[config.mk]
export PLATFORM = sky130hd
export DESIGN_NAME = m52_div
export DESIGN_NICKNAME = d
export VERILOG_FILES = /design/src/rtl/m52_pkg.sv /design/src/rtl/m52_div.sv
export SDC_FILE = /design/constraint.sdc
export NUM_CORES = 1
export LEC_CHECK = 0
export ABC_AREA = 1
export ABC_CLOCK_PERIOD_IN_PS = 6600
export BUFFER_PORTS_ARGS = -buffer_cell sky130_fd_sc_hd__buf_2
export CORE_UTILIZATION = 28
export DETAILED_ROUTE_END_ITERATION = 10
export MAX_ROUTING_LAYER = met4
export SETUP_SLACK_MARGIN = 0.5
export SYNTH_ARGS = -nofsm -noshare
export SYNTH_HDL_FRONTEND = slang
export SYNTH_SLANG_ARGS = --single-unit
[constraint.sdc]
create_clock -name clk -period 6.6 [get_ports clk]
set_clock_uncertainty 0.2 [all_clocks]
set_input_delay 0.99 -clock clk [delete_from_list [all_inputs] [get_ports clk]]
set_output_delay 0.99 -clock clk [all_outputs]
set_load 0.01 [all_outputs]
[src/rtl/m52_pkg.sv]
// shared types and constants of the matern 5/2 kernel evaluator
`timescale 1ns / 1ps
package m52_pkg;

    localparam int          ACC_W   = 38;
    localparam logic [37:0] ACC_MAX = {38{1'b1}};
    localparam logic [63:0] C5_Q32  = 64'd9603838835;
    localparam logic [63:0] ONE_Q62 = 64'h4000_0000_0000_0000;
    localparam logic [63:0] ONE_Q32 = 64'h0000_0001_0000_0000;
    localparam logic [63:0] LIM_A   = 64'h0000_0020_0000_0000;
    localparam logic [4:0]  N_TERMS = 5'd20;
    localparam logic [2:0]  N_SQUARES_LAST = 3'd4;
    // (2^63 + 1) / 3, exact floor division by three for dividends below 2^63
    localparam logic [63:0] RECIP3_Q63 = 64'h2AAA_AAAA_AAAA_AAAB;

    // one closed point pair
    typedef struct packed {
        logic [ACC_W-1:0] sq_dist;
        logic             sat;
    } m52_item_t;

    typedef struct packed {
        logic        start;
        logic [63:0] x;
        logic [63:0] y;
    } mul_req_t;

    typedef struct packed {
        logic         done;
        logic [127:0] prod;
    } mul_rsp_t;

    typedef struct packed {
        logic        start;
        logic [63:0] dividend;
        logic [4:0]  divisor;
    } div_req_t;

    typedef struct packed {
        logic        done;
        logic [63:0] quotient;
    } div_rsp_t;

endpackage

[src/rtl/m52_div.sv]
// restoring divider, 64-bit dividend by small divisor, one bit per cycle
`timescale 1ns / 1ps
module m52_div
    import m52_pkg::*;
(
    input  logic     clk,
    input  logic     rst_n,
    input  div_req_t req,
    output div_rsp_t rsp
);

    logic [63:0] dvd_reg;
    logic [4:0]  dvs_reg;
    logic [4:0]  rem_reg;
    logic [5:0]  cnt_reg;
    logic        busy_reg;
    logic        done_reg;

    logic [5:0] rem_sh;
    logic       ge;
    logic [5:0] rem_sub;

    // one quotient bit
    always_comb
    begin
        rem_sh  = {rem_reg, dvd_reg[63]};
        ge      = (rem_sh >= {1'b0, dvs_reg});
        rem_sub = rem_sh - {1'b0, dvs_reg};
    end

    always_ff @(posedge clk)
    begin
        if (req.start)
        begin
            dvd_reg <= req.dividend;
            dvs_reg <= req.divisor;
            rem_reg <= 5'd0;
        end
        else if (busy_reg)
        begin
            rem_reg <= ge ? rem_sub[4:0] : rem_sh[4:0];
            dvd_reg <= {dvd_reg[62:0], ge};
        end
    end

    always_ff @(posedge clk or negedge rst_n)
    begin
        if (!rst_n)
        begin
            busy_reg <= 1'b0;
            done_reg <= 1'b0;
            cnt_reg  <= 6'd0;
        end
        else
        begin
            done_reg <= 1'b0;
            if (req.start)
            begin
                busy_reg <= 1'b1;
                cnt_reg  <= 6'd0;
            end
            else if (busy_reg)
            begin
                cnt_reg <= cnt_reg + 6'd1;
                if (cnt_reg == 6'd63)
                begin
                    busy_reg <= 1'b0;
                    done_reg <= 1'b1;
                end
            end
        end
    end

    assign rsp.done     = done_reg;
    assign rsp.quotient = dvd_reg;

endmodule

==> impl_metrics.json <==
{
  "antenna_cells": 0,
  "synth_cell_type_count": 26,
  "final-hold-violation-count": 0,
  "synth_fp_nets": 468,
  "worst_slack_ns": 3.33,
  "cp_top_family": "buffers and inverters",
  "cp_num_buf_inv": 4,
  "cts_buffers": 9,
  "dr.pass1.iters": 4,
  "slowest_stage": "buf_4",
  "vdd_drop_max_v": 0.000113,
  "synth_seq_cells": 82,
  "grt_first_pass_wirelength_mm": 13.0,
  "setup_tns_ns": 0,
  "finalSetupViolCount": 0,
  "viasPerCell": 4.26,
  "p_leak_uw": 0.00245,
  "fillers": 1322,
  "syn_inst": 389,
  "dp_cells": 683,
  "cts_hold_buf": 0,
  "status": "complete, no violations",
  "arrival_ns": 3.05,
  "cts_buffer_depth": 2,
  "largest_register_ffs": 64,
  "synth_area_sq_um": 3720,
  "hold-worst-slack_ns": 0.256,
  "dp_slack_ns": 2.89,
  "period_minus_slack_ns": 3.27,
  "vias": 2975,
  "p_per_area_nw_per_um2": 286,
  "ys_seq_area_frac": 0.638,
  "num_io_pins": 137,
  "cpMostUsedCell": "buf_4",
  "drc": 0,
  "hpwl_mm": 5.94,
  "layout-drive-gt1-share": 0.296,
  "maxSlewHeadroom": 0.247,
  "mostFrequentLayoutCells": "nand2_1, buf_2, edfxtp_1, inv_1, nand3_1",
  "post_cts_buffers": 0,
  "rows": 41,
  "maxCapViolations": 0,
  "final_max_slew_viol_count": 0,
  "power_uw": 1370,
  "min_path_type": "register to register",
  "nets": 601,
  "max_freq_ghz": 0.306,
  "portBuffers": 136,
  "grt_pass1_vias": 2747,
  "synth.top_cells.by_area": "edfxtp_1, nand2_1, dfrtp_1",
  "initial_core_util": 0.291,
  "worstPathMaxFanout": 73,
  "grt_max_degree": 74,
  "avgSynthCellArea_sq_um": 9.56,
  "slowest_delay_ns": 0.59,
  "track_usage": 0.131,
  "core_sq_um": 12800,
  "worstSetupStartpointType": "input pin",
  "final_common_cell": "nand2_1",
  "die_h_microns": 117,
  "ys_warn_count": 0,
  "crit_chain": "buf_2 -> buf_4 -> nor2_1 -> inv_2 -> buf_4",
  "seqCellArea_sq_um": 2370,
  "die_area_sq_um": 13700,
  "wl_per_cell_microns": 12.2,
  "multiInputGateArea_sq_um": 1180,
  "syn_to_final_growth_pct": 29.0,
  "grt_overflow_total": 0,
  "cts.sinks": 82,
  "tightest_slew_ns": 1.13,
  "yosys.area.top_type": "edfxtp_1",
  "die_w_microns": 117,
  "clkSlewWorstSetupHoldPaths_ns": 0.06,
  "cts_tree": "built",
  "fin_crit_sh": 0.495,
  "fin_cells": 699,
  "clkLatencyLatePin_ns": 0.34,
  "htreeDepth": 3,
  "antenna_found_initial": 0,
  "synth_top_area_frac": 0.557,
  "antenna_left": 0,
  "cts-resized-gates": 0,
  "crit_path_end_kind": "register",
  "cts_root_buffer": "clkbuf_16",
  "place_congestion": 0.774,
  "wirelength_mm": 8.50,
  "required_ns": 6.38,
  "crit_type": "input pin to register",
  "rsz0062_at_grt": "no",
  "drt-initial-drc-count": 115
}
[report_power, final]
part	switching [uW]	internal, uW	total (uW)
Combinational	150	112	262
Sequential	35.6	625	660
Clock	185	266	451
Total	370	1000	1370
[layout make-up]
class	count	area share
clock buffers	16	0.0545
inverters	19	0.0149
multi-input cells	272	0.246
flip-flops and latches	82	0.495
well taps	172	0.0449
repair buffers	138	0.145
[synth_stat cells]
master and number:
a21oi_1 5, a22o_1 1, a31oi_1 1, buf_2 4, buf_4 8, clkbuf_1 4
dfrtp_1 8, dfxtp_1 5, edfxtp_1 69, fa_1 1, ha_1 6, inv_1 18
inv_2 1, nand2_1 221, nand2_4 1, nand3_1 14, nand3_4 1, nor2_1 9
nor2_2 1, nor2_4 2, nor3_1 4, o21ai_0 1, o21ai_1 1, or2_1 1
or2_4 1, xnor2_1 1
[worst paths after layout]
path,cells after the start,to,slack (ns),from
worst min-delay path,2,rem_reg[4],0.26,rem_reg[4]
worst min register to register,2,rem_reg[4],0.26,rem_reg[4]
max in group asynchronous,1,cnt_reg[3],5.75,rst_n
worst max-delay path,5,dvd_reg[56],3.33,req[69]
min in group asynchronous,1,cnt_reg[5],0.29,rst_n
worst max register to register,3,dvd_reg[56],4.26,busy_reg
[kinds of logic (layout without fill, tap and decap cells)]
family | Yosys count | count (layout) | share of synthesized area
adders and majority gates | 7 | 7 | 0.0256
DFF | 82 | 82 | 0.638
AOI/OAI and AO/OA | 9 | 9 | 0.0135
buffers and inverters | 35 | 173 | 0.0447
xor gates and xnor gates | 1 | 1 | 0.00236
and+or+nand+nor | 255 | 255 | 0.276
[worst register-to-register path: stages (launching register included)]
cell and delay (ns):
dfrtp_1 0.49, nor2_1 0.19, inv_2 0.54, buf_4 0.54
[metal layers]
layer  up-vias  global-route usage  wire length, microns
li1       1513                   -                     -
met1      1353               0.160                  3980
met2        97               0.199                  3890
met3        12              0.0412                   494
met4         0              0.0557                   131
met5         -                   -                     0
[per-stage QoR]
| step | cell area (sq um) | util |
|---|---|---|
| after floorplan | 3720 | - |
| after global placement | 4530 | 0.355 |
| after CTS | 4800 | 0.375 |
| final | 4800 | 0.375 |
| after detailed placement | 4530 | 0.355 |
| after global routing | 4800 | 0.375 |
Note: power is estimated with default switching activity, not from simulation.
