===== src/rtl/m52_pkg.sv =====
// shared types and constants of the matern 5/2 kernel evaluator
`timescale 1ns / 1ps
package m52_pkg;

    localparam int          ACC_W   = 38;
    localparam logic [37:0] ACC_MAX = {38{1'b1}};
    localparam logic [63:0] C5_Q32  = 64'd9603838835;
    localparam logic [63:0] ONE_Q62 = 64'h4000_0000_0000_0000;
    localparam logic [63:0] ONE_Q32 = 64'h0000_0001_0000_0000;
    localparam logic [63:0] LIM_A   = 64'h0000_0020_0000_0000;
    localparam logic [4:0]  N_TERMS = 5'd20;
    localparam logic [2:0]  N_SQUARES_LAST = 3'd4;
    // (2^63 + 1) / 3, exact floor division by three for dividends below 2^63
    localparam logic [63:0] RECIP3_Q63 = 64'h2AAA_AAAA_AAAA_AAAB;

    // one closed point pair
    typedef struct packed {
        logic [ACC_W-1:0] sq_dist;
        logic             sat;
    } m52_item_t;

    typedef struct packed {
        logic        start;
        logic [63:0] x;
        logic [63:0] y;
    } mul_req_t;

    typedef struct packed {
        logic         done;
        logic [127:0] prod;
    } mul_rsp_t;

    typedef struct packed {
        logic        start;
        logic [63:0] dividend;
        logic [4:0]  divisor;
    } div_req_t;

    typedef struct packed {
        logic        done;
        logic [63:0] quotient;
    } div_rsp_t;

endpackage


===== src/rtl/m52_queue.sv =====
// two-entry queue between front and back
`timescale 1ns / 1ps
module m52_queue
    import m52_pkg::*;
(
    input  logic      clk,
    input  logic      rst_n,
    input  logic      push,
    input  m52_item_t push_item,
    output logic      full,
    input  logic      pop,
    output logic      not_empty,
    output m52_item_t head
);

    m52_item_t  ent_reg [2];
    logic       wr_reg, wr_next;
    logic       rd_reg, rd_next;
    logic [1:0] cnt_reg, cnt_next;

    assign full      = (cnt_reg == 2'd2);
    assign not_empty = (cnt_reg != 2'd0);
    assign head      = ent_reg[rd_reg];

    // pointer and fill update
    always_comb
    begin
        wr_next  = push ? ~wr_reg : wr_reg;
        rd_next  = pop ? ~rd_reg : rd_reg;
        cnt_next = cnt_reg + {1'b0, push} - {1'b0, pop};
    end

    always_ff @(posedge clk)
    begin
        if (push)
        begin
            ent_reg[wr_reg] <= push_item;
        end
    end

    always_ff @(posedge clk or negedge rst_n)
    begin
        if (!rst_n)
        begin
            wr_reg  <= 1'b0;
            rd_reg  <= 1'b0;
            cnt_reg <= 2'd0;
        end
        else
        begin
            wr_reg  <= wr_next;
            rd_reg  <= rd_next;
            cnt_reg <= cnt_next;
        end
    end

endmodule


===== config.mk =====
export PLATFORM = sky130hd
export DESIGN_NAME = m52_queue
export DESIGN_NICKNAME = d
export VERILOG_FILES = /design/src/rtl/m52_pkg.sv /design/src/rtl/m52_queue.sv
export SDC_FILE = /design/constraint.sdc
export NUM_CORES = 1
export LEC_CHECK = 0
export BUFFER_PORTS_ARGS = -buffer_cell sky130_fd_sc_hd__buf_4
export CAP_MARGIN = 20
export CELL_PAD_IN_SITES_DETAIL_PLACEMENT = 1
export CELL_PAD_IN_SITES_GLOBAL_PLACEMENT = 2
export CORE_MARGIN = 2
export CORE_UTILIZATION = 37
export DETAILED_ROUTE_END_ITERATION = 8
export PLACE_DENSITY_LB_ADDON = 0.15
export SLEW_MARGIN = 20
export SYNTH_ARGS = -nofsm -noshare
export SYNTH_HDL_FRONTEND = slang
export SYNTH_SLANG_ARGS = --single-unit

===== constraint.sdc =====
create_clock -name clk -period 3.1 [get_ports clk]
set_input_delay 0.31 -clock clk [delete_from_list [all_inputs] [get_ports clk]]
set_output_delay 0.31 -clock clk [all_outputs]
set_load 0.01 [all_outputs]

==> flow_metrics.tcl <==
set metrics [dict create \
    final-setup-viol-count 0 \
    detail_route.iter0.violations 36 \
    synth.ff_latch_count 82 \
    clock_path_buffers 2 \
    grt.met2_usage_pct 23.6 \
    power_switching_share_pct 27.1 \
    total_leakage_power_uw 0.00151 \
    grt_overflow_total 0 \
    r2r_setup_slack_ns 1.45 \
    synthesized_net_count 181 \
    combPwrFrac_pct 29.5 \
    clock_insertion_delay_worst_skew_ns 0.33 \
    synth_area_leaders "edfxtp_1 77%, mux2_2 15%, dfrtp_1 3.3%" \
    power_density_mw_per_mm2 858 \
    reg2regPathDepth 1 \
    max_cap_viol_count 0 \
    die_w_um 94.4 \
    power.share.sequential_pct 48.2 \
    power.net_switching_uw 922 \
    critical_path_depth 2 \
    hold_path_class "input port to flip-flop" \
    fmaxAchievable_ghz 0.448 \
    worst_clock_skew_ns 0.00959 \
    post_drt_wl_per_cell_um 16.1 \
    timing.final.hold_violations 0 \
    unique_cell_type_count_in_the_yosys_netlist 11 \
    post_route_wl_um 5410 \
    yosys.area.top_type_share_pct 77.4 \
    die_outline_area_sq_mm 0.00892 \
    nets 273 \
    hold_path_startpoint "pop" \
    holdPathStages 2 \
    die_y_um 94.4 \
    worstPathArrival_ns 1.92 \
    final_max_slew_viol_count 0 \
    timing.critical_path.from "rd_reg$_DFFE_PN0P_" \
    cts_resized 0 \
    grt_start_max_net_pins 41 \
    placed_cell_area_sq_mm 0.00375 \
    largest_register_ffs 78 \
    slew_of_the_pin_with_the_lowest_slew_margin_ns 0.974 \
    post-route-cell-area_sq_mm 0.00396 \
    grt_pass1_vias 1712 \
    detailedRoute.firstPassIterationCount 4 \
    cp_num_buf_inv 1 \
    start_util_pct 38.8 \
    layer_with_the_highest_usage "met2" \
    post_synth.cell_area_avg_sq_um 22.2 \
    diodes 0 \
    floorplan.core_area_sq_mm 0.00781 \
    cp-endpoint "head[0]" \
    drive_gt1_share_pct 60.5 \
    setup_repair_after_global_routing_missed_its_margin "false" \
    required_ns 2.79 \
    setup_ws_ns 0.868 \
    rr_startpoint "wr_reg$_DFFE_PN0P_" \
    cts_inserted_buffers 9 \
    yosysTopAreaCell "edfxtp_1" \
    finalSetupTns_ns 0 \
    i_o_pin_total 84 \
    timing.critical_path.max_delay_family "flip-flops" \
    largest_driver_fanout_on_the_critical_path 40 \
    crit_type "flip-flop to output port" \
    grt_use_met3_pct 3.75 \
    crit_path_end_kind "output port" \
    outcome "complete, no violations" \
    preCtsSetupSlack_ns 1.20 \
    drc_markers 0 \
    final_period_minus_worst_setup_slack_ns 2.23 \
    ys.warnings.count 0 \
    power_report.internal_total_uw 2470 \
    areaGrowthSynthToFinish_pct 30.8 \
    syn-instance-count 136 \
    grt_use_met1_pct 14.2 \
    layout.core_utilization_pct 50.7 \
    routed-via-count 1536 \
    slew_headroom_pct 35.1 \
    finalCritPeriodShare_pct 72.0 \
    cts_num_sinks 82 \
    slowest_stage "dfrtp_2" \
    antenna_found_initial 0 \
    global_route_wire_length_before_repair_um 8470 \
    globalplace.congestion 0.695 \
    synth_seq_area_share_pct 80.7 \
    worst_r2r_endpoint "ent_reg[1][23]$_DFFE_PP_" \
    detailedPlacementHpwl_um 3540 \
    syn_area_sq_mm 0.00303 \
    cp_cell_sequence "mux2_2 -> buf_4" \
    tritoncts_clock_tree "yes" \
    power_frac_clock_pct 22.2 \
    max-vdd-ir-drop_mv 0.388 \
    root_buffer "clkbuf_8" \
    clk_pin_slew_worst_paths_ns 0.08 \
    critPathLaunchType "flip-flop" \
    vias_per_cell 4.59 \
    grt_usage_pct 13.0 \
    clock_tree.htree_level_count 3 \
    placement.io_buffers 83 \
    placement_rows 32 \
    detail-route-antenna-nets 0 \
    cpPeakStageDelay_ns 1.00 \
]
## cell type report
class / instances / area (sq um)
Clock inverter: 3 / 40.0
Fill cell: 741 / 3850
Timing Repair Buffer: 85 / 641
Clock buffer: 13 / 159
Inverter: 2 / 7.51
Multi-Input combinational cell: 48 / 539
Sequential cell: 82 / 2440
Tap cell: 102 / 128
## synthesized netlist by cell type, drive strengths merged
cell type,number
and2,1
buf,4
dfrtp,4
edfxtp,78
ha,2
inv,2
mux2,39
nor2b,2
or2,1
xor2,2
xor3,1
## metrics by stage
step           power, uW  instances  hold slack, ns
6_report            3400        335           0.157
5_1_grt             3590        335           0.137
4_1_cts             3460        335           0.139
3_5_place_dp        2690        318           0.114
3_3_place_gp        2650        318           0.109
2_1_floorplan       2220        136          0.0144
## power groups by stage
stage	Combinational [uW]	Clock, uW	Sequential [uW]
after floorplan	664	0	1550
after global placement	1000	0	1650
after detailed placement	1020	0	1670
after CTS	1030	783	1650
after global routing	1090	824	1680
final	1000	755	1640
## worst min-delay path by stage
stage,to
after detailed placement,cnt_reg[0]$_DFF_PN0_
after CTS,rd_reg$_DFFE_PN0P_
final,rd_reg$_DFFE_PN0P_
after global routing,ent_reg[0][28]$_DFFE_PP_
after global placement,cnt_reg[1]$_DFF_PN0_
after floorplan,cnt_reg[0]$_DFF_PN0_
## cells in the final DEF (no fill, tap or decap)
master         count
buf_4             84
edfxtp_1          78
mux2_2            39
clkbuf_8          11
dfrtp_1            3
inv_1              2
xor2_1             2
ha_1               2
clkbuf_1           2
clkinv_2           2
xor3_1             1
or2_2              1
and2_2             1
nor2b_1            1
nor2b_4            1
bufinv_16          1
dlygate4sd3_1      1
dfrtp_2            1
## kinds of logic after synthesis
logic type	Yosys count	synth area share [%]
xor+xnor	3	1.36
fa+ha+maj	2	0.827
buf+inv	6	1.74
flops	82	80.7
mux	39	14.5
simple gates	4	0.827
## what timing repair did
item                                   CTS  global route
hold buffers                             1             0
buffers inserted                         0             0
endpoints found under the hold margin    4             0
## metal layers
layer,vias to the layer above,part of all wire (%)
met2,53,53
met1,765,39
met5,-,0
met3,7,6.5
met4,0,1.5
li1,711,-
Power figures use the tool's default switching activity.
