`config.mk`:
```
export PLATFORM = sky130hd
export DESIGN_NAME = m52_mul
export DESIGN_NICKNAME = d
export VERILOG_FILES = /design/src/rtl/m52_pkg.sv /design/src/rtl/m52_mul.sv
export SDC_FILE = /design/constraint.sdc
export NUM_CORES = 2
export LEC_CHECK = 0
export BUFFER_PORTS_ARGS = -buffer_cell sky130_fd_sc_hd__buf_4
export CORE_MARGIN = 2
export CORE_UTILIZATION = 55
export CTS_CLUSTER_SIZE = 14
export DETAILED_ROUTE_END_ITERATION = 10
export GPL_TIMING_DRIVEN = 0
export PLACE_DENSITY = 0.76
export SLEW_MARGIN = 15
export SYNTH_ARGS = -nofsm -noshare
export SYNTH_HDL_FRONTEND = slang
export SYNTH_SLANG_ARGS = --single-unit
```
`constraint.sdc`:
```
create_clock -name clk -period 10.29 [get_ports clk]
set_input_delay 2.058 -clock clk [delete_from_list [all_inputs] [get_ports clk]]
set_output_delay 2.058 -clock clk [all_outputs]
set_load 0.005 [all_outputs]
```
`src/rtl/m52_pkg.sv`:
```
// shared types and constants of the matern 5/2 kernel evaluator
`timescale 1ns / 1ps
package m52_pkg;

    localparam int          ACC_W   = 38;
    localparam logic [37:0] ACC_MAX = {38{1'b1}};
    localparam logic [63:0] C5_Q32  = 64'd9603838835;
    localparam logic [63:0] ONE_Q62 = 64'h4000_0000_0000_0000;
    localparam logic [63:0] ONE_Q32 = 64'h0000_0001_0000_0000;
    localparam logic [63:0] LIM_A   = 64'h0000_0020_0000_0000;
    localparam logic [4:0]  N_TERMS = 5'd20;
    localparam logic [2:0]  N_SQUARES_LAST = 3'd4;
    // (2^63 + 1) / 3, exact floor division by three for dividends below 2^63
    localparam logic [63:0] RECIP3_Q63 = 64'h2AAA_AAAA_AAAA_AAAB;

    // one closed point pair
    typedef struct packed {
        logic [ACC_W-1:0] sq_dist;
        logic             sat;
    } m52_item_t;

    typedef struct packed {
        logic        start;
        logic [63:0] x;
        logic [63:0] y;
    } mul_req_t;

    typedef struct packed {
        logic         done;
        logic [127:0] prod;
    } mul_rsp_t;

    typedef struct packed {
        logic        start;
        logic [63:0] dividend;
        logic [4:0]  divisor;
    } div_req_t;

    typedef struct packed {
        logic        done;
        logic [63:0] quotient;
    } div_rsp_t;

endpackage

```
`src/rtl/m52_mul.sv`:
```
// 64x64 multiplier built from one 32x32 product per cycle
`timescale 1ns / 1ps
module m52_mul
    import m52_pkg::*;
(
    input  logic     clk,
    input  logic     rst_n,
    input  mul_req_t req,
    output mul_rsp_t rsp
);

    logic [63:0]  x_reg, y_reg;
    logic [127:0] acc_reg;
    logic [63:0]  pp_reg;
    logic [1:0]   pp_sh_reg;
    logic         pp_vld_reg;
    logic [2:0]   cnt_reg;
    logic         busy_reg;
    logic         done_reg;

    logic [31:0]  xp, yp;
    logic [127:0] pp_shifted;

    // select operand halves for this partial product
    always_comb
    begin
        xp = cnt_reg[1] ? x_reg[63:32] : x_reg[31:0];
        yp = cnt_reg[0] ? y_reg[63:32] : y_reg[31:0];
        pp_shifted = {64'd0, pp_reg} << {pp_sh_reg, 5'd0};
    end

    always_ff @(posedge clk)
    begin
        if (req.start)
        begin
            x_reg   <= req.x;
            y_reg   <= req.y;
            acc_reg <= '0;
        end
        else if (busy_reg)
        begin
            pp_reg    <= 64'(xp * yp);
            pp_sh_reg <= 2'({1'b0, cnt_reg[1]} + {1'b0, cnt_reg[0]});
            if (pp_vld_reg)
            begin
                acc_reg <= acc_reg + pp_shifted;
            end
        end
    end

    // sequencing
    always_ff @(posedge clk or negedge rst_n)
    begin
        if (!rst_n)
        begin
            busy_reg   <= 1'b0;
            done_reg   <= 1'b0;
            cnt_reg    <= 3'd0;
            pp_vld_reg <= 1'b0;
        end
        else
        begin
            done_reg <= 1'b0;
            if (req.start)
            begin
                busy_reg   <= 1'b1;
                cnt_reg    <= 3'd0;
                pp_vld_reg <= 1'b0;
            end
            else if (busy_reg)
            begin
                pp_vld_reg <= (cnt_reg < 3'd4);
                cnt_reg    <= cnt_reg + 3'd1;
                if (cnt_reg == 3'd4)
                begin
                    busy_reg <= 1'b0;
                    done_reg <= 1'b1;
                end
            end
        end
    end

    assign rsp.done = done_reg;
    assign rsp.prod = acc_reg;

endmodule

```
==> metrics <==
fmax=0.0979 GHz; Required @ worst endpoint=10680 ps; CP peak stage delay=680 ps; grt total ovfl=0; WHS=473 ps; CP Launch Type=register; reg2reg path depth=30; Post-synth top flop=edfxtp_1; CP Capture Type=register; status=complete, no violations; starting density of the core=55.4%; largest net degree at the start of global routing=95; Num Clock Sinks=328; CP Class=register to register; Root Buffer=clkbuf_16; H-tree depth=2; Tmin final=10220 ps; vias post-DR=45800; worst flop-to-flop path endpoint=pp_reg[62]$_DFFE_PP_; RSZ-0062 raised after global routing=true; share of layout cells above drive strength 1=9.93%; Post-synth ARST share=1.83%; Reg2Reg Setup Slack=70 ps; CTS tree=built; Crit path top cell by count=fa_1; initial antenna violation count=8; Syn Inst Count=5897; Syn Std Cell Area=0.0526 mm2; Setup-failing EPs final=0; sum of negative setup slack=0 ps; HP Start=acc_reg[21]$_SDFFE_PP0P_; chip height=313 um; number of core rows=113; Hold Fails Final Rpt=0; Max Slew Vio Count=0; synth warn=0; crit path max fanout=10; later-pin clock latency in the skew report=660 ps; Layout area overhead=10.9%; Antenna Nets Post-Route=0; crit path DAT=10610 ps; CTS buffer count=39; Slew @ Worst Pin=1320 ps; Inst Count DP=7435; CP endpoint=pp_reg[62]$_DFFE_PP_; Max Cap Viol=0; Starting DRT DRC Count=5092; Via density=6.10; global-route wire length before repair=314 mm; Synth Net Count=7317; hold crit path type=register to register; Seq cells post-synth=328; full die area=0.0981 mm2; Reg2Reg Launch Point=cnt_reg[0]$_DFFE_PN0P_; worst rel slew slack=12.2%; GRT Resource Usage Total=45.1%; post-synthesis sequential area ratio=16.2%; critical path startpoint=cnt_reg[0]$_DFFE_PN0P_; wirelength, routed=219 mm; Clock Tree Buf Depth=3; CTS clk-pin slew, worst paths=60 ps; fillcell total=8275; first-pass iteration count of the detailed router=8; hpwl dp=181 mm; DRC viols=0; CP max-delay cell=clkbuf_1; Placer Congestion=1.13; Setup Skew=25.8 ps; vias in the first global route=46800; Die W=313 um; max FFs per register=128; EDFF count, synth=194; Post-layout nets=7640; fin cells=7521; Final period util=99.3%; Port Buffer Count=259; Ports=260; per-cell routed wire length=29.2 um; floorplan core area=0.0949 mm2; synthesized area per cell=8.91 um2; Yosys cell types=89
[synth_stat cells, drive strengths merged (99+ instances only)]
| cell type | n | area (um2) |
|---|---|---|
| a21o | 104 | 781 |
| a21oi | 316 | 1600 |
| clkbuf | 249 | 935 |
| dfxtp | 128 | 2560 |
| edfxtp | 194 | 5830 |
| fa | 897 | 18000 |
| ha | 392 | 4900 |
| inv | 937 | 3520 |
| mux2i | 99 | 991 |
| nand2 | 793 | 2980 |
| nor2 | 746 | 2800 |
| o21ai | 172 | 865 |
| xnor2 | 103 | 902 |
[kinds of logic (layout without fill, tap and decap cells)]
group | after synthesis | in the layout | share of synthesized area [%]
other | 0 | 5 | 0
xor gates and xnor gates | 175 | 175 | 2.92
muxes | 163 | 163 | 3.26
buffers and inverters | 1224 | 1578 | 8.84
AOI/OAI and AO/OA | 853 | 853 | 10.5
and+or+nand+nor | 1865 | 1865 | 14.8
adders and majority gates | 1289 | 1289 | 43.5
DFF | 328 | 328 | 16.2
[per-stage QoR]
stage / utilization (%) / setup slack, ps / cell area, um2
floorplan: - / 1310 / 52600
global placement: 59.1 / -2270 / 56100
detailed placement: 59.5 / -2190 / 56500
CTS: 61.3 / 11.2 / 58100
global route: 61.4 / -48.6 / 58300
finish: 61.5 / 73.8 / 58300
[how the worst min path moves through the flow]
stage                                end  slack, ps  cells after the start
2_1_floorplan  acc_reg[106]$_SDFFE_PP0P_        460                      2
3_3_place_gp    acc_reg[47]$_SDFFE_PP0P_        460                      2
3_5_place_dp    acc_reg[20]$_SDFFE_PP0P_        470                      2
4_1_cts         acc_reg[20]$_SDFFE_PP0P_        480                      2
5_1_grt         acc_reg[20]$_SDFFE_PP0P_        490                      2
6_report        acc_reg[21]$_SDFFE_PP0P_        470                      2
[metal layers]
layer | vias up | part of all wire, % | track usage (%)
met4 | 10 | 10 | 35.9
met1 | 22400 | 35 | 52.5
met5 | - | 0.11 | 1.40
li1 | 19400 | - | -
met2 | 3072 | 44 | 69.3
met3 | 931 | 11 | 13.5
[worst max-delay path: cells and delay by family (launching register included)]
family | cells | cell delay [ps]
DFF | 1 | 630
buffers and inverters | 7 | 1580
adders and majority gates | 9 | 4380
and+or+nand+nor | 6 | 1340
AOI/OAI and AO/OA | 6 | 1230
muxes | 1 | 610
xor gates and xnor gates | 1 | 150
[area by class of cell]
type	instances	area (um2)	share of cell area, %
Inverter	937	3520	6.03
Multi-Input combinational cell	4345	39800	68.3
Buffer	279	1290	2.21
Timing Repair Buffer	290	2290	3.92
Clock buffer	55	1060	1.82
Antenna cell	5	12.5	0.0215
Clock inverter	17	180	0.309
Sequential cell	328	8540	14.6
Tap cell	1265	1580	2.71
[cell usage in the layout, fill, tap and decap left out, drive strengths merged, types with 57 or more instances in the layout]
cell type	Yosys	routed
a21o	104	104
a21oi	316	316
buf	36	327
clkbuf	249	292
dfxtp	128	128
edfxtp	194	194
fa	897	897
ha	392	392
inv	937	939
mux2	64	64
mux2i	99	99
nand2	793	793
nand4	57	57
nor2	746	746
o21ai	172	172
xnor2	103	103
xor2	72	72
[timing repair]
item                       in CTS  in global routing
setup endpoints to repair      39                 14
hold buffers                    0                  0
gates resized for setup       143                 63
setup buffers                   7                 10
Power is not shown: default switching activity piles up to over one toggle a cycle in this logic, so the estimate is an artifact.
