<file path="config.mk">
export PLATFORM = sky130hd
export DESIGN_NAME = m52_front
export DESIGN_NICKNAME = d
export VERILOG_FILES = /design/src/rtl/m52_pkg.sv /design/src/rtl/m52_front.sv
export SDC_FILE = /design/constraint.sdc
export NUM_CORES = 1
export LEC_CHECK = 0
export BUFFER_PORTS_ARGS = -buffer_cell sky130_fd_sc_hd__buf_2
export CELL_PAD_IN_SITES_DETAIL_PLACEMENT = 1
export CELL_PAD_IN_SITES_GLOBAL_PLACEMENT = 1
export CORE_MARGIN = 5
export CORE_UTILIZATION = 54
export CTS_CLUSTER_DIAMETER = 60
export DETAILED_ROUTE_END_ITERATION = 8
export GPL_TIMING_DRIVEN = 1
export MAX_ROUTING_LAYER = met4
export PLACE_DENSITY_LB_ADDON = 0.1
export SKIP_CTS_REPAIR_TIMING = 1
export SLEW_MARGIN = 20
export SYNTH_ARGS = -nofsm -noshare
export SYNTH_HDL_FRONTEND = slang
export SYNTH_SLANG_ARGS = --single-unit
</file>
<file path="constraint.sdc">
create_clock -name clk -period 33.2 [get_ports clk]
set_input_delay 3.32 -clock clk [delete_from_list [all_inputs] [get_ports clk]]
set_output_delay 3.32 -clock clk [all_outputs]
set_load 0.1 [all_outputs]
</file>
<file path="src/rtl/m52_pkg.sv">
// shared types and constants of the matern 5/2 kernel evaluator
`timescale 1ns / 1ps
package m52_pkg;

    localparam int          ACC_W   = 38;
    localparam logic [37:0] ACC_MAX = {38{1'b1}};
    localparam logic [63:0] C5_Q32  = 64'd9603838835;
    localparam logic [63:0] ONE_Q62 = 64'h4000_0000_0000_0000;
    localparam logic [63:0] ONE_Q32 = 64'h0000_0001_0000_0000;
    localparam logic [63:0] LIM_A   = 64'h0000_0020_0000_0000;
    localparam logic [4:0]  N_TERMS = 5'd20;
    localparam logic [2:0]  N_SQUARES_LAST = 3'd4;
    // (2^63 + 1) / 3, exact floor division by three for dividends below 2^63
    localparam logic [63:0] RECIP3_Q63 = 64'h2AAA_AAAA_AAAA_AAAB;

    // one closed point pair
    typedef struct packed {
        logic [ACC_W-1:0] sq_dist;
        logic             sat;
    } m52_item_t;

    typedef struct packed {
        logic        start;
        logic [63:0] x;
        logic [63:0] y;
    } mul_req_t;

    typedef struct packed {
        logic         done;
        logic [127:0] prod;
    } mul_rsp_t;

    typedef struct packed {
        logic        start;
        logic [63:0] dividend;
        logic [4:0]  divisor;
    } div_req_t;

    typedef struct packed {
        logic        done;
        logic [63:0] quotient;
    } div_rsp_t;

endpackage

</file>
<file path="src/rtl/m52_front.sv">
// front end: squared distance accumulation and pair closing
`timescale 1ns / 1ps
module m52_front
    import m52_pkg::*;
#(
    parameter int MAX_DIMS = 16
)
(
    input  logic          clk,
    input  logic          rst_n,
    input  logic          take,
    input  logic [15:0]   first_coord,
    input  logic [15:0]   second_coord,
    input  logic          last_dim,
    output logic          push,
    output m52_item_t     push_item
);

    localparam int CW = $clog2(MAX_DIMS + 1);

    logic [ACC_W-1:0] acc_reg, acc_next;
    logic             sat_reg, sat_next;
    logic [CW-1:0]    cnt_reg, cnt_next;

    logic signed [16:0] diff;
    logic [33:0]        sq_full;
    logic [ACC_W:0]     sum;
    logic [ACC_W-1:0]   sum_sat;
    logic               sat_now;
    logic [CW-1:0]      cnt_inc;
    logic               close;

    // squared difference and saturating sum
    always_comb
    begin
        diff    = 17'($signed(first_coord)) - 17'($signed(second_coord));
        sq_full = 34'($signed(diff) * $signed(diff));
        sum     = {1'b0, acc_reg} + {7'd0, sq_full[31:0]};
        sat_now = sat_reg | sum[ACC_W];
        sum_sat = sum[ACC_W] ? ACC_MAX : sum[ACC_W-1:0];
        cnt_inc = cnt_reg + 1'b1;
        close   = last_dim | (cnt_inc >= CW'(MAX_DIMS));
    end

    // pair bookkeeping
    always_comb
    begin
        acc_next = acc_reg;
        sat_next = sat_reg;
        cnt_next = cnt_reg;
        push     = 1'b0;
        push_item.sq_dist = sum_sat;
        push_item.sat     = sat_now;
        if (take)
        begin
            if (close)
            begin
                push     = 1'b1;
                acc_next = '0;
                sat_next = 1'b0;
                cnt_next = '0;
            end
            else
            begin
                acc_next = sum_sat;
                sat_next = sat_now;
                cnt_next = cnt_inc;
            end
        end
    end

    always_ff @(posedge clk or negedge rst_n)
    begin
        if (!rst_n)
        begin
            acc_reg <= '0;
            sat_reg <= 1'b0;
            cnt_reg <= '0;
        end
        else
        begin
            acc_reg <= acc_next;
            sat_reg <= sat_next;
            cnt_reg <= cnt_next;
        end
    end

endmodule

</file>
==> results.md <==
* Status: completed
* Worst path depth at 43
* Hold Crit Endpoint: sat_reg$_DFFE_PN0P_
* Main synth FF type: dfrtp_1
* Worst slack at placement at 14.75 ns
* Hold path depth at 2
* X dimension of the die at 168 µm
* Mean Syn Cell Area at 8.96 µm²
* Storage cell area at 1100 µm²
* Post-synth net total at 1937
* Post-route DRC at 0
* Maximum clock path buffer count at 2
* H-tree level count at 2
* Start point of the worst hold path: sat_reg$_DFFE_PN0P_
* Most frequent cells in the layout: inv_1 (344), fa_1 (259), nand2_1 (143), ha_1 (129), nor2_1 (110)
* Routability Congestion at 0.898
* Area grow syn2layout at 6.52%
* Max transition margin at 29.3%
* Crit end category: primary output
* Iter 0 DRT Violations at 462
* Syn. warnings at 0
* Number of buffers added on ports at 75
* Max reg flops at 38
* Total gr overflow at 0
* ANT nets after route at 0
* Post-synth top area share at 38.2%
* Hold Violations, Final at 0
* Critical Setup Path Class: primary input to primary output
* Critical Path Fanout Max at 41
* Unrepaired setup endpoints after global routing: no
* Dpl hpwl at 31400 µm
* Post-DP Area at 14300 µm²
* Final core utilization at 57.9%
* Data arrival time of the worst path at 15.26 ns
* Worst skew pair latency at 0.30 ns
* Worst Path Buf+Inv at 8
* Vias in the first global route at 12252
* Setup ws final at 14.62 ns
* Clock Skew at 0.00476 ns
* Largest net degree at the start of global routing at 45
* GRT Overall Usage at 27.6%
* Fill count at 3010
* Wire per inst at 19.3 µm
* Slew @ Worst Pin at 1.05 ns
* Final net count at 1990
* First drt pass iteration count at 4
* Worst Reg2Reg Path Length in Cells at 10
* Sum Neg Setup Slack at 0 ns
* Async S/R FF share, synth at 100%
* Sequential cell area fraction in the yosys report at 8.12%
* Core Footprint at 25000 µm²
* Unique masters post-synth at 72
* Number of synthesized flops with an enable pin at 0
* Die area at 28400 µm²
* Fmax at 53.8 MHz
* Reg-to-reg critical path endpoint: acc_reg[19]$_DFFE_PN0P_
* Crit-path slowest cell: xnor2_1
* Yosys reg bits at 44
* # rows at 58
* I/O pins at 76
* Largest stage delay on the critical path at 0.82 ns
* Vias at 10651
* Clock Sinks at 44
* Final Cell Area at 14400 µm²
* Tcrit/Tclk final at 56.0%
* Synth Instances at 1513
* Worst Setup Start Kind: primary input
* Share of post-route cells with drive strength above 1 at 6.96%
* Required @ worst endpoint at 29.88 ns
* Initial antenna violation count at 0
* CTS tree: built
* Max Transition Viols Final at 0
* First-pass GRT wire length at 61300 µm
* R2R setup slack at 29.43 ns
* Mapped Area at 13600 µm²
* Max-Cap Viols at 0
* Top cells by area, synth: fa_1 (38%), ha_1 (12%), inv_1 (9.5%), dfrtp_1 (8.1%), nand2_1 (4.0%)
* Clk root buf: clkbuf_16
* Synth area leader: fa_1
* CP top delay family: adder cells
* Most common cell after layout, fill and taps aside: inv_1
* Clk slew on worst S/H paths at 0.07 ns
* DR vias/cell at 5.61
* RR Startpoint: acc_reg[2]$_DFFE_PN0P_
* Worst hold path class: flip-flop to flip-flop
* # setup viols final at 0
* Period minus WS final at 18.58 ns
* Total wire length at 36700 µm
* Die Span Y at 168 µm
* Starting density of the core at 54.3%
* Footprint of the multi-input gates at 11000 µm²
* Diodes inserted at 0
* CTS buffer count at 5
==> per-layer routing <==
metal  GRT usage (%)  vias up  part of all wire, %
met5               -        -                    0
met4            7.27        0                  2.7
met3            2.38       60                  2.8
met2            50.1      181                   54
met1            33.4     5534                   40
li1                -     4876                    -
==> tightest hold or removal path: stages (launching register included) <==
cell     delay, ns
dfrtp_1       0.34
a21oi_1       0.04
nor2_1        0.07
==> final cells by class <==
| type | count | area share (%) |
|---|---|---|
| multi-input cells | 1082 | 76.1 |
| inverters | 348 | 9.04 |
| flip-flops and latches | 44 | 7.62 |
| repair buffers | 85 | 3.14 |
| well taps | 330 | 2.86 |
| clock buffers | 7 | 1.06 |
| clock inverters | 1 | 0.208 |
==> cell usage after synthesis, types with 3 or more instances <==
cell	n
xnor2_1	58
nand3_1	12
a211oi_1	6
nand2_1	143
o21ai_1	3
o21a_1	12
a41o_1	3
o31ai_1	7
and3_1	20
clkbuf_1	30
xor2_1	26
nand4_1	4
o21ai_0	38
a41oi_1	3
o2111ai_1	4
nor2_1	110
inv_1	344
o21bai_1	12
dfrtp_1	44
a21oi_1	56
nor2b_1	12
a21o_1	42
ha_1	129
nand2b_1	16
a22o_1	28
a221o_1	5
a31oi_1	13
fa_1	259
nor3_1	7
and2_1	3
clkinv_1	3
a311oi_1	4
buf_2	5
==> metrics by stage <==
step	hold WS, ns	instances
6_report	0.493	1897
5_1_grt	0.526	1897
4_1_cts	0.498	1897
3_5_place_dp	0.480	1889
3_3_place_gp	0.471	1889
2_1_floorplan	0.453	1513
==> worst max path at each step <==
| stage | from | to | slack (ns) |
|---|---|---|---|
| after floorplan | first_coord[0] | push_item[34] | 15.81 |
| after global placement | first_coord[0] | push_item[38] | 15.10 |
| after detailed placement | first_coord[0] | push_item[38] | 14.75 |
| after CTS | first_coord[0] | push_item[38] | 14.71 |
| after global routing | first_coord[0] | push_item[38] | 13.95 |
| final | first_coord[0] | push_item[38] | 14.62 |
==> kinds of logic after synthesis <==
group | Yosys count | synth area share, %
compound gates | 262 | 13.7
mux | 3 | 0.231
buf+inv | 387 | 10.8
flops | 44 | 8.12
simple gates | 345 | 11.5
xor+xnor | 84 | 5.43
fa+ha+maj | 388 | 50.1
Power is not shown: default switching activity piles up to over one toggle a cycle in this logic, so the estimate is an artifact.
