## config.mk

```make
export PLATFORM = sky130hd
export DESIGN_NAME = m52_back
export DESIGN_NICKNAME = d
export VERILOG_FILES = /design/src/rtl/m52_pkg.sv /design/src/rtl/m52_back.sv
export SDC_FILE = /design/constraint.sdc
export NUM_CORES = 2
export LEC_CHECK = 0
export BUFFER_PORTS_ARGS = -buffer_cell sky130_fd_sc_hd__buf_2
export CAP_MARGIN = 40
export CORE_MARGIN = 2
export CORE_UTILIZATION = 45
export CTS_BUF_LIST = sky130_fd_sc_hd__clkbuf_8 sky130_fd_sc_hd__clkbuf_16
export DETAILED_ROUTE_END_ITERATION = 8
export HOLD_SLACK_MARGIN = 0.06
export PLACE_DENSITY = 0.66
export SETUP_SLACK_MARGIN = 0.4
export SYNTH_ARGS = -nofsm -noshare
export SYNTH_HDL_FRONTEND = slang
export SYNTH_SLANG_ARGS = --single-unit
```

## constraint.sdc

```tcl
create_clock -name clk -period 12.86 [get_ports clk]
set_input_delay 0.643 -clock clk [delete_from_list [all_inputs] [get_ports clk]]
set_output_delay 0.643 -clock clk [all_outputs]
set_load 0.005 [all_outputs]
```

## src/rtl/m52_pkg.sv

```systemverilog
// shared types and constants of the matern 5/2 kernel evaluator
`timescale 1ns / 1ps
package m52_pkg;

    localparam int          ACC_W   = 38;
    localparam logic [37:0] ACC_MAX = {38{1'b1}};
    localparam logic [63:0] C5_Q32  = 64'd9603838835;
    localparam logic [63:0] ONE_Q62 = 64'h4000_0000_0000_0000;
    localparam logic [63:0] ONE_Q32 = 64'h0000_0001_0000_0000;
    localparam logic [63:0] LIM_A   = 64'h0000_0020_0000_0000;
    localparam logic [4:0]  N_TERMS = 5'd20;
    localparam logic [2:0]  N_SQUARES_LAST = 3'd4;
    // (2^63 + 1) / 3, exact floor division by three for dividends below 2^63
    localparam logic [63:0] RECIP3_Q63 = 64'h2AAA_AAAA_AAAA_AAAB;

    // one closed point pair
    typedef struct packed {
        logic [ACC_W-1:0] sq_dist;
        logic             sat;
    } m52_item_t;

    typedef struct packed {
        logic        start;
        logic [63:0] x;
        logic [63:0] y;
    } mul_req_t;

    typedef struct packed {
        logic         done;
        logic [127:0] prod;
    } mul_rsp_t;

    typedef struct packed {
        logic        start;
        logic [63:0] dividend;
        logic [4:0]  divisor;
    } div_req_t;

    typedef struct packed {
        logic        done;
        logic [63:0] quotient;
    } div_rsp_t;

endpackage

```

## src/rtl/m52_back.sv

```systemverilog
// back end: square root, exponential series and polynomial factor
`timescale 1ns / 1ps
module m52_back
    import m52_pkg::*;
#(
    parameter int OUT_FRAC_BITS = 16
)
(
    input  logic        clk,
    input  logic        rst_n,
    input  logic        q_valid,
    input  m52_item_t   q_head,
    output logic        q_pop,
    output mul_req_t    mul_req,
    input  mul_rsp_t    mul_rsp,
    output div_req_t    div_req,
    input  div_rsp_t    div_rsp,
    output logic        res_valid,
    input  logic        res_ready,
    output logic [16:0] res_kval,
    output logic        res_sat
);

    localparam logic [63:0] ROUND = 64'd1 << (31 - OUT_FRAC_BITS);
    localparam int          SH    = 32 - OUT_FRAC_BITS;
    localparam logic [16:0] CAP   = (OUT_FRAC_BITS >= 17) ? 17'h1FFFF
                                                          : 17'(1 << OUT_FRAC_BITS);

    localparam logic [3:0] ST_IDLE = 4'd0;
    localparam logic [3:0] ST_SQRT = 4'd1;
    localparam logic [3:0] ST_AMUL = 4'd2;
    localparam logic [3:0] ST_ACHK = 4'd3;
    localparam logic [3:0] ST_TMUL = 4'd4;
    localparam logic [3:0] ST_TDIV = 4'd5;
    localparam logic [3:0] ST_ESQ  = 4'd6;
    localparam logic [3:0] ST_PDIV = 4'd7;
    localparam logic [3:0] ST_PMUL = 4'd8;
    localparam logic [3:0] ST_DONE = 4'd9;

    logic [3:0]       st_reg, st_next;
    logic [ACC_W-1:0] s_reg, s_next;
    logic [63:0]      v_reg, v_next;
    logic [63:0]      rt_reg, rt_next;
    logic [63:0]      bit_reg, bit_next;
    logic [63:0]      a_reg, a_next;
    logic [63:0]      t_reg, t_next;
    logic [63:0]      e_reg, e_next;
    logic [4:0]       n_reg, n_next;
    logic [2:0]       sq_reg, sq_next;
    logic [16:0]      kv_reg, kv_next;
    logic             ov_reg, ov_next;
    logic [16:0]      ok_reg, ok_next;
    logic             os_reg, os_next;

    logic [63:0] trial;
    logic [63:0] prod62;
    logic [63:0] quot3;
    logic [63:0] e_upd;
    logic [40:0] s5;
    logic [63:0] f_round;
    logic [63:0] f_out;

    // shared datapath terms
    always_comb
    begin
        trial   = rt_reg + bit_reg;
        prod62  = mul_rsp.prod[125:62];
        quot3   = mul_rsp.prod[126:63];
        e_upd   = n_reg[0] ? (e_reg - div_rsp.quotient) : (e_reg + div_rsp.quotient);
        s5      = {1'b0, s_reg, 2'b00} + {3'b000, s_reg};
        f_round = prod62 + ROUND;
        f_out   = f_round >> SH;
    end

    // evaluation sequencer
    always_comb
    begin
        st_next  = st_reg;
        s_next   = s_reg;
        v_next   = v_reg;
        rt_next  = rt_reg;
        bit_next = bit_reg;
        a_next   = a_reg;
        t_next   = t_reg;
        e_next   = e_reg;
        n_next   = n_reg;
        sq_next  = sq_reg;
        kv_next  = kv_reg;
        ov_next  = ov_reg;
        ok_next  = ok_reg;
        os_next  = os_reg;
        q_pop    = 1'b0;
        mul_req.start    = 1'b0;
        mul_req.x        = e_reg;
        mul_req.y        = t_reg;
        div_req.start    = 1'b0;
        div_req.dividend = prod62;
        div_req.divisor  = n_reg;

        // result register empties on a transaction
        if (ov_reg && res_ready)
        begin
            ov_next = 1'b0;
        end

        case (st_reg)
            ST_IDLE:
            begin
                if (q_valid)
                begin
                    q_pop    = 1'b1;
                    s_next   = q_head.sq_dist;
                    v_next   = {10'd0, q_head.sq_dist, 16'd0};
                    rt_next  = 64'd0;
                    bit_next = ONE_Q62;
                    os_next  = q_head.sat;
                    if (q_head.sat)
                    begin
                        kv_next = 17'd0;
                        st_next = ST_DONE;
                    end
                    else
                    begin
                        st_next = ST_SQRT;
                    end
                end
            end
            ST_SQRT:
            begin
                if (bit_reg == 64'd0)
                begin
                    mul_req.start = 1'b1;
                    mul_req.x     = rt_reg;
                    mul_req.y     = C5_Q32;
                    st_next       = ST_AMUL;
                end
                else
                begin
                    if (v_reg >= trial)
                    begin
                        v_next  = v_reg - trial;
                        rt_next = (rt_reg >> 1) + bit_reg;
                    end
                    else
                    begin
                        rt_next = rt_reg >> 1;
                    end
                    bit_next = bit_reg >> 2;
                end
            end
            ST_AMUL:
            begin
                if (mul_rsp.done)
                begin
                    a_next  = mul_rsp.prod[79:16];
                    st_next = ST_ACHK;
                end
            end
            ST_ACHK:
            begin
                if (a_reg >= LIM_A)
                begin
                    kv_next = 17'd0;
                    st_next = ST_DONE;
                end
                else
                begin
                    t_next        = a_reg << 25;
                    e_next        = ONE_Q62;
                    n_next        = 5'd1;
                    mul_req.start = 1'b1;
                    mul_req.x     = ONE_Q62;
                    mul_req.y     = a_reg << 25;
                    st_next       = ST_TMUL;
                end
            end
            ST_TMUL:
            begin
                if (mul_rsp.done)
                begin
                    div_req.start = 1'b1;
                    st_next       = ST_TDIV;
                end
            end
            ST_TDIV:
            begin
                if (div_rsp.done)
                begin
                    e_next        = e_upd;
                    mul_req.start = 1'b1;
                    if (n_reg == N_TERMS)
                    begin
                        sq_next   = 3'd0;
                        mul_req.x = e_upd;
                        mul_req.y = e_upd;
                        st_next   = ST_ESQ;
                    end
                    else
                    begin
                        n_next    = n_reg + 5'd1;
                        mul_req.x = div_rsp.quotient;
                        mul_req.y = t_reg;
                        st_next   = ST_TMUL;
                    end
                end
            end
            ST_ESQ:
            begin
                if (mul_rsp.done)
                begin
                    e_next        = prod62;
                    mul_req.start = 1'b1;
                    if (sq_reg == N_SQUARES_LAST)
                    begin
                        // 5*S/3 by reciprocal multiplication
                        mul_req.x = {7'd0, s5, 16'd0};
                        mul_req.y = RECIP3_Q63;
                        st_next   = ST_PDIV;
                    end
                    else
                    begin
                        sq_next   = sq_reg + 3'd1;
                        mul_req.x = prod62;
                        mul_req.y = prod62;
                    end
                end
            end
            ST_PDIV:
            begin
                if (mul_rsp.done)
                begin
                    mul_req.start = 1'b1;
                    mul_req.x     = ONE_Q32 + a_reg + quot3;
                    mul_req.y     = e_reg;
                    st_next       = ST_PMUL;
                end
            end
            ST_PMUL:
            begin
                if (mul_rsp.done)
                begin
                    kv_next = (f_out > {47'd0, CAP}) ? CAP : f_out[16:0];
                    st_next = ST_DONE;
                end
            end
            ST_DONE:
            begin
                if (!ov_reg || res_ready)
                begin
                    ov_next = 1'b1;
                    ok_next = kv_reg;
                    st_next = ST_IDLE;
                end
            end
            default:
            begin
                st_next = ST_IDLE;
            end
        endcase
    end

    always_ff @(posedge clk)
    begin
        s_reg   <= s_next;
        v_reg   <= v_next;
        rt_reg  <= rt_next;
        a_reg   <= a_next;
        t_reg   <= t_next;
        e_reg   <= e_next;
        n_reg   <= n_next;
        sq_reg  <= sq_next;
        kv_reg  <= kv_next;
        ok_reg  <= ok_next;
        os_reg  <= os_next;
        bit_reg <= bit_next;
    end

    always_ff @(posedge clk or negedge rst_n)
    begin
        if (!rst_n)
        begin
            st_reg <= ST_IDLE;
            ov_reg <= 1'b0;
        end
        else
        begin
            st_reg <= st_next;
            ov_reg <= ov_next;
        end
    end

    // sat flag follows the item into the result register
    logic osat_reg;
    always_ff @(posedge clk)
    begin
        if (st_reg == ST_DONE && (!ov_reg || res_ready))
        begin
            osat_reg <= os_reg;
        end
    end

    assign res_valid = ov_reg;
    assign res_kval  = ok_reg;
    assign res_sat   = osat_reg;

endmodule

```

==> run summary <==
outcome: complete, no violations
Required @ worst endpoint: 12.22 ns
Final min period: 7.986 ns
RSZ-0062 raised after global routing: no
Nets: 5898
die width: 309.7 um
syn_area_per_cell: 8.305 um2
H-tree depth: 2
Routed WL per cell: 31.03 um
worst relative slew slack: 28.04%
port bufs: 438
Core Box Area: 92910 um2
fin cells: 6601
vias in the first global route: 40450
PnR Total Power: 0.01263 W
#FFs+latches synth: 414
max_cap viols: 0
Reg2Reg Depth: 20
Main synth FF type: edfxtp_1
ANT nets after route: 0
launch point of the worst reg-to-reg path: rt_reg[2]
Clock Sink Count: 414
crit-path cells: buf_2, or3_1, nor3b_1, and3_1, nand2_1, nor2_1, and2_1, nor2_1, xnor2_1, ha_1, nand2_1, nor4_1, nand3_1, nor4_1, a2111oi_1, buf_4, a21oi_1, nor2_1, nor4_1, nand3_1, a21oi_1, a31oi_1, buf_2
Finished Core Util: 50.50%
Final Slew Violations: 0
Critical Path Max Stage Delay: 0.72 ns
share of layout cells above drive strength 1: 13.43%
Rows: 112
Gate Count Post-Synth: 5063
area grow syn2layout: 11.57%
worst hold stages: 1
Post-Syn Nets: 5664
1st-iter DRT viols: 6320
Leak: 18.79 nW
TNS Setup: 0 ns
via count: 44000
CTS Buf Count: 52
most frequent cells in the layout: 561 x nand2_1, 442 x buf_2, 439 x a21oi_1
clk root buf: clkbuf_16
vias per cell: 6.666
routed wire length: 204800 um
Initial Util: 45.26%
initial antenna violation count: 12
Yosys top cell area share: 29.21%
Reg2Reg Setup Slack: 4.93 ns
final hold violation count: 0
die footprint: 95910 um2
# setup viols final: 0
Worst Hold Launch: mul_rsp[59]
hold_ws: 0.1433 ns
CTS tree: built
hold crit path type: primary input to flip-flop
synthesized cell area: 42050 um2
largest net degree at the start of global routing: 90
area leader, netlist: edfxtp_1
hold path endpoint: a_reg[43]
Clk Latency, worst-skew pair: 0.69 ns
first-pass GRT wire length: 285700 um
Worst Path Max Fanout: 8
fin crit share: 62.10%
yosys warns: 0
Bufs on Longest Clock Path: 3
library cells used by synthesis: 106
Placed Cells: 6495
RD Place Congestion: 1.063
Async SR Flop Fraction: 1.208%
gr usage total: 41.29%
Post-synth EDFFs: 409
first drt pass iteration count: 9
CP Capture Type: output port
DRC errors left: 0
Peak VDD IR: 209.9 uV
commonest non-fill, non-tap cell in the layout: nand2_1
detailed placement HPWL: 161200 um
RR Endpoint: v_reg[37]
Max Fclk: 125.2 MHz
CP max stage cell: nor4_1
total congestion overflow: 0
# IOs: 456
Clock Skew: 0.02487 ns
Seq/Total Area, Yosys: 29.50%
Worst-Margin Slew: 1.070 ns
kind of critical path: primary input to output port
pwr dens: 269.3 nW/um2
CP Launch Type: primary input
top cells by area, synth: edfxtp_1 29%, ha_1 11%, a21oi_1 5.2%
WP data arrival: 7.34 ns
clock-pin slew on the worst setup and hold paths: 0.06 ns
Die Height: 309.7 um
==> power by group <==
group,switching (W),total [W],internal (W)
Sequential,0.000629,0.00275,0.00212
Combinational,0.00529,0.00822,0.00293
Clock,0.000681,0.00166,0.000982
==> area by class of cell <==
type,instances,area [um2]
diodes,8,20.02
clock buffers,52,1301
clock inverters,44,564.3
fillers,9121,45990
inverters,110,415.4
multi-input cells,4188,27660
flip-flops and latches,414,12410
well taps,1254,1569
repair buffers,531,2978
==> repair_timing <==
| action | in CTS | in global routing |
|---|---|---|
| buffers inserted | 0 | 0 |
| gates resized for setup | 0 | 0 |
| hold buffers | 1 | 0 |
| endpoints found under the hold margin | 5 | 0 |
==> worst max path at each step <==
stage	from	end	slack, ns	depth (start not counted)
finish	div_rsp[2]	mul_req[126]	4.87	23
global route	rt_reg[2]	v_reg[33]	4.48	20
CTS	rt_reg[2]	v_reg[34]	4.89	20
detailed placement	rt_reg[2]	v_reg[40]	4.91	20
global placement	rt_reg[2]	v_reg[42]	4.93	20
floorplan	st_reg[0]	v_reg[0]	4.35	5
==> logic make-up (layout without fill, tap and decap cells) <==
| group | count (synthesis) | in the layout | synth area share (%) |
|---|---|---|---|
| AOI/OAI and AO/OA | 1698 | 1698 | 26.38 |
| DFF | 414 | 414 | 29.50 |
| xor gates and xnor gates | 406 | 406 | 8.456 |
| muxes | 25 | 25 | 0.6100 |
| buffers and inverters | 461 | 737 | 5.020 |
| other | 0 | 8 | 0 |
| and+or+nand+nor | 1695 | 1695 | 19.13 |
| adders and majority gates | 364 | 364 | 10.90 |
==> Yosys cell counts, types with 40 or more instances <==
| cell | instances |
|---|---|
| a21o_1 | 132 |
| a22o_1 | 52 |
| o211ai_1 | 44 |
| edfxtp_1 | 409 |
| o21bai_1 | 65 |
| xor2_1 | 184 |
| a211oi_1 | 72 |
| nor2b_1 | 50 |
| o21a_1 | 44 |
| nand4_1 | 127 |
| a31oi_1 | 83 |
| nor4_1 | 40 |
| nor2_1 | 446 |
| o31ai_1 | 40 |
| nor3_1 | 98 |
| ha_1 | 360 |
| xnor2_1 | 222 |
| clkbuf_1 | 243 |
| o21ai_0 | 392 |
| and3_1 | 67 |
| nand2b_1 | 45 |
| buf_4 | 64 |
| nand2_1 | 561 |
| a21oi_1 | 439 |
| nand3_1 | 94 |
| inv_1 | 107 |
==> critical path: cells and delay by family <==
| family | cells | cell delay, ns |
|---|---|---|
| simple gates | 14 | 4.92 |
| xor+xnor | 1 | 0.17 |
| buf+inv | 3 | 0.50 |
| compound gates | 4 | 0.69 |
| fa+ha+maj | 1 | 0.39 |
==> through the flow <==
stage | setup WS, ns | area, um2
after CTS | 4.887 | 46890
after global placement | 4.927 | 44800
after floorplan | 4.352 | 42060
after detailed placement | 4.914 | 45010
after global routing | 4.482 | 46900
final | 4.874 | 46920
==> per-layer routing <==
layer / track usage (%) / vias up / wire length, um / share of wire (%)
met2: 62.95 / 2787 / 87840 / 43
met1: 51.68 / 21050 / 76740 / 37
met5: 0 / - / 26 / 0.013
met3: 8.149 / 610 / 22220 / 11
li1: - / 19550 / - / -
met4: 31.03 / 4 / 18010 / 8.8
Power figures use the tool's default switching activity.
